[src/hst_divider.sv]
// Pipelined restoring divider, one quotient bit per stage.
`timescale 1ns / 1ps
`default_nettype none
module hst_divider #(
	parameter int NUM_W = 34,
	parameter int DEN_W = 17,
	parameter int QUO_W = 17
) (
	input  wire logic             clk,
	input  wire logic             en,
	input  wire logic [NUM_W-1:0] num,
	input  wire logic [DEN_W-1:0] den,
	output logic      [QUO_W-1:0] quo
);
	localparam int W = (NUM_W > DEN_W + QUO_W) ? NUM_W : DEN_W + QUO_W;

	logic [NUM_W-1:0] rem_r [QUO_W];
	logic [DEN_W-1:0] den_r [QUO_W];
	logic [QUO_W-1:0] quo_r [QUO_W];

	for (genvar i = 0; i < QUO_W; i++) begin : g_stage
		localparam int B = QUO_W - 1 - i;
		logic [NUM_W-1:0] rem_in;
		logic [NUM_W-1:0] rem_nx;
		logic [DEN_W-1:0] den_in;
		logic [QUO_W-1:0] quo_in;
		logic [QUO_W-1:0] quo_nx;
		logic [W-1:0]     trial;

		// Pick the stage input
		if (i == 0) begin : g_first
			assign rem_in = num;
			assign den_in = den;
			assign quo_in = '0;
		end else begin : g_next
			assign rem_in = rem_r[i-1];
			assign den_in = den_r[i-1];
			assign quo_in = quo_r[i-1];
		end

		// Subtract the shifted divisor where it fits
		always_comb begin
			trial  = W'(den_in) << B;
			rem_nx = rem_in;
			quo_nx = quo_in;
			if (W'(rem_in) >= trial) begin
				rem_nx    = NUM_W'(W'(rem_in) - trial);
				quo_nx[B] = 1'b1;
			end
		end

		// Advance one stage
		always_ff @(posedge clk) begin
			if (en) begin
				rem_r[i] <= rem_nx;
				den_r[i] <= den_in;
				quo_r[i] <= quo_nx;
			end
		end
	end

	assign quo = quo_r[QUO_W-1];

endmodule
`default_nettype wire

[config.mk]
export PLATFORM = sky130hd
export DESIGN_NAME = hst_divider
export DESIGN_NICKNAME = d
export VERILOG_FILES = /design/src/hst_divider.sv
export SDC_FILE = /design/constraint.sdc
export NUM_CORES = 2
export LEC_CHECK = 0
export BUFFER_PORTS_ARGS = -buffer_cell sky130_fd_sc_hd__buf_2
export CAP_MARGIN = 10
export CORE_MARGIN = 2
export CORE_UTILIZATION = 58
export DETAILED_ROUTE_END_ITERATION = 8
export PLACE_DENSITY = 0.79
export SLEW_MARGIN = 25
export SYNTH_ARGS = -nofsm -noshare
export SYNTH_HDL_FRONTEND = slang
export SYNTH_SLANG_ARGS = --single-unit
export TNS_END_PERCENT = 1
[constraint.sdc]
create_clock -name clk -period 3.2 [get_ports clk]
set_input_delay 0.16 -clock clk [delete_from_list [all_inputs] [get_ports clk]]
set_output_delay 0.16 -clock clk [all_outputs]
set_load 0.01 [all_outputs]
==> metrics.log <==
[metrics] # Max-Cap Violations: 0
[metrics] simple-gate portion of the synthesized area: 0.110
[metrics] ys async rst share: 0
[metrics] CP Capture Type: register
[metrics] Psw: 16,000 uW
[metrics] number of standard-cell rows in the floorplan: 106
[metrics] Setup crit start kind: register
[metrics] # IOs: 70
[metrics] count of distinct cell types in the synthesized netlist: 88
[metrics] Achievable Freq: 300 MHz
[metrics] synthesized area divided by synthesized cell count: 12.1 um^2
[metrics] post-synth design cell area: 49,200 um^2
[metrics] routability congestion estimate: 0.932
[metrics] synthesized netlist net count: 4,424
[metrics] most used flip-flop cell after synthesis: edfxtp_1
[metrics] Worst R2R Start: rem_r[0][182]
[metrics] violation count after the first detailed-routing iteration: 2,725
[metrics] unrepaired setup endpoints after global routing: true
[metrics] DP Wirelength: 80,100 um
[metrics] Initial DRT Pass Iterations: 6
[metrics] die height: 295 um
[metrics] vias in the first global route: 34,200
[metrics] critical-path cell list: ha_1 > nor2b_2 > o31a_1 > o41ai_2 > buf_4 > o31ai_4 > o31ai_1 > buf_4 > inv_1 > a211o_1 > or4b_4 > xnor2_1
[metrics] multiplexer fraction of the synthesized cell area: 0.0167
[metrics] Seq cells post-synth: 969
[metrics] first-pass GRT wire length: 178,000 um
[metrics] data required time of the critical path: 3.58 ns
[metrics] global-route met3 utilization: 0.0384
[metrics] slack of the worst reg-to-reg path: -0.13 ns
[metrics] number of sinks on the clock net: 969
[metrics] sequential element share of the synthesized area: 0.591
[metrics] outcome: complete, but fails checks
[metrics] most common library cell in the layout ignoring fill and taps: edfxtp_1
[metrics] TritonCTS clock tree: built
[metrics] layout-stage area growth over the synthesis result: 18.9%
[metrics] peak fanout along the critical path: 3
[metrics] Sequential Power Share: 0.397
[metrics] GR Util All Layers: 0.261
[metrics] combinational family with the most area after synthesis: compound AO/OA/AOI/OAI gates
[metrics] Overall Power: 48,200 uW
[metrics] adder and majority cell fraction of the synthesized area: 0.0800
[metrics] startpoint-to-endpoint class of the critical path: reg2reg
[metrics] overall routed net length: 115,000 um
[metrics] final hold slack: 0.214 ns
[metrics] Clk pwr share: 0.244
[metrics] count of unresolved DRC violations after routing: 0
[metrics] Leak Pwr: 0.0228 uW
[metrics] clock insertion delay at the later pin of the skew report: 0.68 ns
[metrics] Initial Utilization: 0.587
[metrics] GR Util met1: 0.291
[metrics] Die Span X: 295 um
[metrics] net total in the final layout: 4,947
[metrics] largest net degree at the start of global routing: 137
[metrics] Min-Delay Endpoint: den_r[0][6]
[metrics] leading cell types in the layout, fill and taps excluded: edfxtp_1, inv_1, buf_4
[metrics] clock-pin slew on the worst setup and hold paths: 0.06 ns
[metrics] count of cells along the worst register-to-register path: 12
[metrics] gate count after technology mapping: 4,066
[metrics] proportion of total power due to net switching: 0.331
[metrics] met2 track demand over resource: 0.477
[metrics] core area: 83,800 um^2
[metrics] number of buffers on the longest clock path: 3
[metrics] count of cells along the worst hold path: 2
[metrics] count of final setup violators: 22
[metrics] Top cell by count, worst path: buf_4
[metrics] Max rail drop VDD: 552 uV
[metrics] library cell contributing the largest single delay on the critical path: or4b_4
[metrics] layout cell share with drive strength beyond 1: 0.178
[metrics] layer with the highest usage after global routing: met2
[metrics] port bufs: 69
[metrics] relative slew slack: 0.412
[metrics] synthesized-area fraction occupied by xor and xnor cells: 0.0580
[metrics] timing startpoint of the critical path: rem_r[0][182]
[metrics] mean number of vias per cell: 5.80
[metrics] fraction of power consumed by combinational cells: 0.359
[metrics] cell at the root of the clock tree: clkbuf_16
[metrics] GRT Residual Overflow: 0
[metrics] terminus of the critical flop-to-flop path: rem_r[0][236]
[metrics] number of enable-type register cells in the synthesized netlist: 969
[metrics] top post-synthesis cells by area: edfxtp_1, ha_1, xnor2_1
[metrics] initial antenna violation count: 7
[metrics] final period demand of the worst path: 3.33 ns
[metrics] total buffers and inverters traversed by the critical path: 3
[metrics] count of synthesis-stage warnings from yosys: 0
[metrics] hold path startpoint: den[6]
[metrics] total die area: 87,200 um^2
[metrics] worst hold-check path type: in2reg
[metrics] Int Power: 32,200 uW
[metrics] share of Yosys cell area claimed by the top area cell type: 0.591
[metrics] worst-case setup margin in the final layout: -0.133 ns
[metrics] number of max-slew violations in the final report: 0
[metrics] post-synthesis compound-gate area fraction: 0.110
[metrics] share of the clock period used by the worst path after layout: 1.04
[metrics] Worst Path Arrival: 3.71 ns
[metrics] average detailed-routed wire length per instance: 19.8 um
[metrics] skew final: 0.0668 ns
[metrics] Worst Max-Slew Pin Slew: 0.874 ns
[metrics] biggest area consumer among synthesized cells: edfxtp_1
[metrics] number of hold violations in the final report: 0
[metrics] PwrDens: 823 nW/um^2
[metrics] peak per-stage delay on the critical path: 0.49 ns
[metrics] total number of vias: 33,700
[metrics] antenna-violating nets left: 0
[metrics] failing checks: setup timing
[metrics] Top delay family on crit path: compound AO/OA/AOI/OAI gates
[metrics] Inserted Clock Buffers: 100
[metrics] number of H-tree levels: 3
## synth_stat cells, types with 58 or more instances
cell	instances
ha_1	289
mux2_2	64
nor2_1	260
a21oi_1	255
o21ai_0	251
nor4_1	61
a21o_1	79
nand2_1	289
clkbuf_1	58
xor2_1	155
xnor2_1	171
nor3_1	92
nand2b_1	59
inv_1	368
edfxtp_1	969
## sequential cells by signal, indices dropped and copies added (netlist names)
| register | count |
|---|---|
| rem_r | 544 |
| den_r | 272 |
| quo_r | 153 |
## power groups by stage
stage | registers, uW | clock network, uW | logic [uW]
after floorplan | 18700 | 0 | 11100
after CTS | 19100 | 11900 | 16600
after global placement | 19200 | 0 | 15800
after global routing | 19400 | 12300 | 19100
after detailed placement | 19300 | 0 | 16100
final | 19100 | 11800 | 17300
## layer usage
metal,vias to the layer above,share of wire
met1,16100,0.37
met3,369,0.052
met4,2,0.060
li1,16100,-
met5,-,0.00011
met2,1107,0.52
## layout make-up
class                   count  area, um^2
diodes                      7        17.5
clock buffers             123        2610
clock inverters            65         729
fillers                  5507       25300
inverters                 369        1390
multi-input cells        2662       19400
flip-flops and latches    969       29100
well taps                1134        1420
repair buffers            487        3870
## cell families (layout without fill, tap and decap cells)
kind of cell             after synthesis  after routing
AO/OA/AOI/OAI                        874            874
XOR/XNOR                             326            326
adder cells (fa/ha/maj)              305            305
buffers and inverters                435           1044
flip-flops                           969            969
multiplexers                          74             74
other                                  0              7
AND/OR/NAND/NOR                     1083           1083
## through the flow
stage                     instance area, um^2  cells  TNS, ns  setup WS (ns)   util
final                                   58500   5816   -0.996         -0.133  0.698
after global routing                    58500   5813    -7.44         -0.228  0.698
after CTS                               57800   5801   -0.650         -0.110  0.689
after detailed placement                53600   5558    -7.17         -0.322  0.639
after global placement                  53600   5558    -3.05         -0.276  0.639
after floorplan                         49200   4066  -0.0330        -0.0330      -
## worst max path at each step
stage | to | slack, ns | cells past startpoint
6_report | rem_r[0][236] | -0.13 | 12
5_1_grt | rem_r[0][236] | -0.23 | 14
4_1_cts | rem_r[0][437] | -0.11 | 11
3_5_place_dp | rem_r[0][236] | -0.32 | 14
3_3_place_gp | rem_r[0][437] | -0.28 | 9
2_1_floorplan | rem_r[0][119] | -0.03 | 10
## repair_timing
item / in CTS / in global routing
pin swaps: 9 / 40
hold buffers: 53 / 0
hold endpoints to repair: 82 / 0
gates resized for setup: 60 / 149
gates cloned: 0 / 0
setup endpoints to repair: 133 / 278
buffers inserted: 2 / 8
No activity file was read; power rests on OpenSTA's default activity.
