`config.mk`:
```
export PLATFORM = sky130hd
export DESIGN_NAME = hst_rgb_build
export DESIGN_NICKNAME = d
export VERILOG_FILES = /design/src/hst_pkg.sv /design/src/hst_rgb_build.sv
export SDC_FILE = /design/constraint.sdc
export NUM_CORES = 2
export LEC_CHECK = 0
export BUFFER_PORTS_ARGS = -buffer_cell sky130_fd_sc_hd__buf_2
export CAP_MARGIN = 20
export CELL_PAD_IN_SITES_DETAIL_PLACEMENT = 1
export CELL_PAD_IN_SITES_GLOBAL_PLACEMENT = 2
export CORE_ASPECT_RATIO = 1.2
export CORE_MARGIN = 4
export CORE_UTILIZATION = 46
export DETAILED_ROUTE_END_ITERATION = 8
export GPL_TIMING_DRIVEN = 0
export PLACE_DENSITY = 0.95
export SYNTH_ARGS = -nofsm -noshare
export SYNTH_HDL_FRONTEND = slang
export SYNTH_SLANG_ARGS = --single-unit
```
`constraint.sdc`:
```
create_clock -name clk -period 16.5 [get_ports clk]
set_input_delay 3.3 -clock clk [delete_from_list [all_inputs] [get_ports clk]]
set_output_delay 3.3 -clock clk [all_outputs]
set_load 0.02 [all_outputs]
```
`src/hst_pkg.sv`:
```
// Shared constants, types and codes of the HSV tint core.
`timescale 1ns / 1ps
`default_nettype none
package hst_pkg;

	// Number formats
	localparam int FRAC_BITS     = 10;
	localparam int HUE_FRAC_BITS = 6;
	localparam int COMP_W        = 16;
	localparam int ALPHA_W       = 11;
	localparam int SHIFT_W       = 15;
	localparam int GAIN_W        = 12;
	localparam int CFG_IDX_W     = 2;

	localparam int ONE_GAIN   = 1 << FRAC_BITS;
	localparam int HUE_SECTOR = 60 << HUE_FRAC_BITS;
	localparam int HUE_FULL   = 360 << HUE_FRAC_BITS;
	localparam int HUE_W      = 15;
	localparam int T_W        = 12;
	localparam int SAT_W      = 17;
	localparam int SAT_ONE    = 1 << 16;
	localparam int VALUE_MAX  = 32 << FRAC_BITS;

	// Divider shapes
	localparam int DIV_QW = 17;
	localparam int HUE_NW = 29;
	localparam int SAT_NW = 34;
	localparam int DEN_W  = 17;

	// Reciprocal of 15 for the sector-size divide (3840 = 256 * 15)
	localparam int RECIP_15 = 559241;
	localparam int RECIP_SH = 23;

	// Register indexes
	localparam logic [CFG_IDX_W-1:0] CFG_HUE_SHIFT = 2'd0;
	localparam logic [CFG_IDX_W-1:0] CFG_SAT_GAIN  = 2'd1;
	localparam logic [CFG_IDX_W-1:0] CFG_VAL_GAIN  = 2'd2;

	typedef enum logic [1:0] {
		MAX_RED   = 2'd0,
		MAX_GREEN = 2'd1,
		MAX_BLUE  = 2'd2
	} max_sel_t;

	typedef logic [2:0] sector_t;

	// Pass-through part of a word
	typedef struct packed {
		logic [COMP_W-1:0]  red;
		logic [COMP_W-1:0]  green;
		logic [COMP_W-1:0]  blue;
		logic [ALPHA_W-1:0] alpha;
		logic               lock;
	} pass_t;

	// Data that rides beside the dividers
	typedef struct packed {
		pass_t             pass;
		logic [COMP_W-1:0] high;
		logic [COMP_W-1:0] span;
		logic              neg;
		max_sel_t          msel;
	} side_t;

endpackage
`default_nettype wire

```
`src/hst_rgb_build.sv`:
```
// HSV to RGB back end: chroma, second component and sector placement over three stages.
`timescale 1ns / 1ps
`default_nettype none
module hst_rgb_build (
	input  wire logic                      clk,
	input  wire logic                      en,
	input  wire logic [hst_pkg::COMP_W-1:0] val,
	input  wire logic [hst_pkg::SAT_W-1:0]  sat,
	input  wire hst_pkg::sector_t           sector,
	input  wire logic [hst_pkg::T_W-1:0]    t,
	output logic      [hst_pkg::COMP_W-1:0] red,
	output logic      [hst_pkg::COMP_W-1:0] green,
	output logic      [hst_pkg::COMP_W-1:0] blue
);
	import hst_pkg::*;

	localparam int X_W = 27;
	localparam int Y_W = X_W - 8;
	localparam int P_W = Y_W + 20;

	logic [32:0]       chroma_full;
	logic [COMP_W-1:0] chroma_c;
	logic [COMP_W-1:0] chroma_s4, val_s4;
	sector_t           sec_s4;
	logic [T_W-1:0]    t_s4;
	logic [X_W-1:0]    x_s5;
	logic [COMP_W-1:0] chroma_s5, base_s5;
	sector_t           sec_s5;
	logic [Y_W-1:0]    y;
	logic [P_W-1:0]    prod;
	logic [COMP_W-1:0] second_s6, chroma_s6, base_s6;
	sector_t           sec_s6;
	logic [COMP_W-1:0] c0, c1, c2;

	// Chroma from value and saturation, rounded, never above value
	always_comb begin
		chroma_full = 33'(33'(val) * 33'(sat)) + 33'(SAT_ONE / 2);
		chroma_c    = (chroma_full[32:16] > 17'(val)) ? val : chroma_full[31:16];
	end

	always_ff @(posedge clk) begin
		if (en) begin
			chroma_s4 <= chroma_c;
			val_s4    <= val;
			sec_s4    <= sector;
			t_s4      <= t;
		end
	end

	// Product for the second component, with the rounding half added
	always_ff @(posedge clk) begin
		if (en) begin
			x_s5      <= X_W'(X_W'(chroma_s4) * X_W'(t_s4)) + X_W'(HUE_SECTOR / 2);
			chroma_s5 <= chroma_s4;
			base_s5   <= val_s4 - chroma_s4;
			sec_s5    <= sec_s4;
		end
	end

	// Divide by the sector size: drop 8 bits, then multiply by the reciprocal of 15
	always_comb begin
		y    = x_s5[X_W-1:8];
		prod = P_W'(P_W'(y) * P_W'(RECIP_15));
	end

	always_ff @(posedge clk) begin
		if (en) begin
			second_s6 <= prod[RECIP_SH +: COMP_W];
			chroma_s6 <= chroma_s5;
			base_s6   <= base_s5;
			sec_s6    <= sec_s5;
		end
	end

	// Place chroma and second component by sector
	always_comb begin
		c0 = '0;
		c1 = '0;
		c2 = '0;
		case (sec_s6)
			3'd0: begin
				c0 = chroma_s6;
				c1 = second_s6;
			end
			3'd1: begin
				c0 = second_s6;
				c1 = chroma_s6;
			end
			3'd2: begin
				c1 = chroma_s6;
				c2 = second_s6;
			end
			3'd3: begin
				c1 = second_s6;
				c2 = chroma_s6;
			end
			3'd4: begin
				c0 = second_s6;
				c2 = chroma_s6;
			end
			default: begin
				c0 = chroma_s6;
				c2 = second_s6;
			end
		endcase
		red   = c0 + base_s6;
		green = c1 + base_s6;
		blue  = c2 + base_s6;
	end

endmodule
`default_nettype wire

```
==> impl_metrics.yaml <==
floorplanning:
  ioPinCount: 98
  num_rows: 95
  die_x_um: 225
  die-area_mm2: 0.0606
  coreArea_mm2: 0.0561
  die_y_um: 269
  initial_utilization_pct: 46.5
worst_setup_path:
  cp-endpoint: "chroma_s4[6]$_DFFE_PP_"
  crit_path_end_kind: "register"
  cp_slowest_stage_delay_ps: 670
  arrival_ps: 13660
  critical_path_peak_fanout: 10
  timing.rr.end: "x_s5[26]$_DFFE_PP_"
  startpoint_type: "input port"
  r2r_slack_ps: 9400
  crit_start: "val[7]"
  r2r_start: "chroma_s4[7]$_DFFE_PP_"
  required_ps: 16700
  worst-setup-path-type: "in2reg"
  rr_worst_depth: 21
  crit_slowest_cell: "clkbuf_1"
finish:
  area_delta_synth_final_pct: 7.81
  drive_above_1_share_pct: 5.52
  nFillCells: 6470
  multi_input_area_mm2: 0.0191
  num-nets-final: 3651
  regArea_mm2: 0.00456
routing:
  vias: 19500
  wl_per_cell_um: 21.1
  drtIter0Drc: 885
  wirelength_um: 75600
  antenna_left: 0
  drtPass1Iterations: 5
  drc: 0
  viasPerCell: 5.43
global_route:
  grt_max_degree: 106
  antenna_found_initial: 0
  grt_pass1_vias: 22400
  grt_usage_pct: 25.4
  gr-total-overflow: 0
  grt_pass1_wl_um: 120000
cts:
  max-clock-path-buffers: 2
  numCtsBuffers: 17
  cts-root-buf: "clkbuf_16"
  cts.clk_slew.worst_paths_ps: 90
  ctsResizeCount: 0
  cts_tree: "built"
  cts-hold-fix-buffers: 0
  cts_setup_buffers: 0
  clock-sinks: 152
  insertion_delay_ps: 460
  cts.htree.levels: 4
timing:
  period_share_pct: 81.6
  hold_violations: 0
  finalSetupViolCount: 0
  worst-slew-pin-transition_ps: 923
  fmax_ghz: 0.0743
  maxSlewHeadroom_pct: 38.3
  fin_setup_tns_ps: 0
  fin_worst_skew_ps: 18.3
  rsz0062_at_grt: "no"
  drv_slew: 0
  hold_slack_ps: 407
  fin_crit_ps: 13470
run_status:
  status: "finished clean"
logic_synthesis:
  ys_types: 62
  synth_cells: 2730
  syn_nets: 3534
  synth_common_cells: "inv_1 (547), fa_1 (392), ha_1 (362), nand2_1 (355), and2_1 (215)"
  avgSynthCellArea_um2: 9.55
  synth.top_cell.area_share_pct: 30.1
  synth-edff-count: 152
  synthTopCellsByArea: "fa_1 (30%), edfxtp_1 (18%), ha_1 (17%), inv_1 (7.9%), and2_1 (5.2%)"
  seq_area_frac_synth_pct: 17.5
  synth_most_common_cell: "inv_1"
  async_flop_share_pct: 0
  synthFlopType: "edfxtp_1"
  ys_seq_elements: 152
  syn_area_mm2: 0.0261
  ys_warn_count: 0
  yosysTopAreaCell: "fa_1"
place:
  place_congestion: 0.909
  portBuffers: 97
  hpwlAfterDp_um: 63600
job:
  drv_cap: 0
worst_hold_path:
  hold_path_class: "reg2reg"
[placed cells by master (no fill, tap or decap), types with 15 or more instances in the layout]
master,count
nand2_1,355
xor2_1,25
clkbuf_16,17
clkbuf_1,88
o21bai_1,15
nor2b_1,16
nand3_1,19
nor2_1,90
a21o_1,29
a21oi_1,94
and2_1,215
mux2i_1,17
buf_2,96
fa_1,392
edfxtp_1,152
xnor2_1,77
nor3_1,26
ha_1,362
o21ai_0,66
inv_1,547
[stage by stage]
stage	setup slack [ps]	utilization, %	instances	cell area, um2
3_3_place_gp	2780	49.0	3554	27500
3_5_place_dp	2610	49.0	3555	27500
5_1_grt	2620	50.1	3587	28100
6_report	3030	50.1	3588	28100
4_1_cts	3060	50.1	3587	28100
2_1_floorplan	4740	-	2730	26100
[worst min-delay path by stage]
stage | startpoint | to | slack, ps | depth (start not counted)
after floorplan | base_s5[0]$_DFFE_PP_ | base_s6[0]$_DFFE_PP_ | 400 | 0
after global placement | chroma_s5[4]$_DFFE_PP_ | chroma_s6[4]$_DFFE_PP_ | 400 | 0
after detailed placement | chroma_s5[4]$_DFFE_PP_ | chroma_s6[4]$_DFFE_PP_ | 410 | 0
after CTS | base_s5[1]$_DFFE_PP_ | base_s6[1]$_DFFE_PP_ | 410 | 0
after global routing | base_s5[1]$_DFFE_PP_ | base_s6[1]$_DFFE_PP_ | 420 | 0
final | base_s5[1]$_DFFE_PP_ | base_s6[1]$_DFFE_PP_ | 410 | 0
[registers in the layout, indices dropped and copies added, names as in the netlist, 16 cells and up]
signal,count
val_s4,16
chroma_s6,16
chroma_s4,16
base_s6,16
base_s5,16
second_s6,16
chroma_s5,16
x_s5,19
[critical path, delay by kind of cell]
| family | cells | cell delay, ps |
|---|---|---|
| adders and majority gates | 8 | 3790 |
| AOI/OAI and AO/OA | 10 | 2580 |
| muxes | 1 | 300 |
| buffers and inverters | 10 | 1920 |
| and+or+nand+nor | 7 | 1460 |
| xor gates and xnor gates | 1 | 260 |
[per-layer routing]
metal / track usage, % / vias to the layer above / wire length (um)
li1: - / 8870 / -
met1: 29.1 / 10000 / 29500
met5: 0 / - / 0
met2: 49.0 / 419 / 40900
met3: 2.08 / 166 / 2160
met4: 9.62 / 0 / 3020
[layout make-up]
type,count,area share [%]
Multi-Input combinational cell,1938,67.9
Sequential cell,152,16.2
Inverter,547,7.31
Tap cell,727,3.24
Timing Repair Buffer,98,1.85
Clock buffer,17,1.51
Buffer,93,1.30
Clock inverter,15,0.641
Antenna cell,1,0.00890
[cell families (layout without fill, tap and decap cells)]
logic type | after synthesis | in the layout | share of synthesized area, %
multiplexers | 33 | 33 | 1.47
adder cells (fa/ha/maj) | 754 | 754 | 47.5
AO/OA/AOI/OAI | 282 | 282 | 6.80
flip-flops | 152 | 152 | 17.5
XOR/XNOR | 102 | 102 | 3.43
other | 0 | 1 | 0
AND/OR/NAND/NOR | 767 | 767 | 14.0
buffers and inverters | 640 | 770 | 9.28
Power is left out: the tool's default activity adds up to more than one toggle a clock period on the data nets, which glitch-free logic cannot reach.
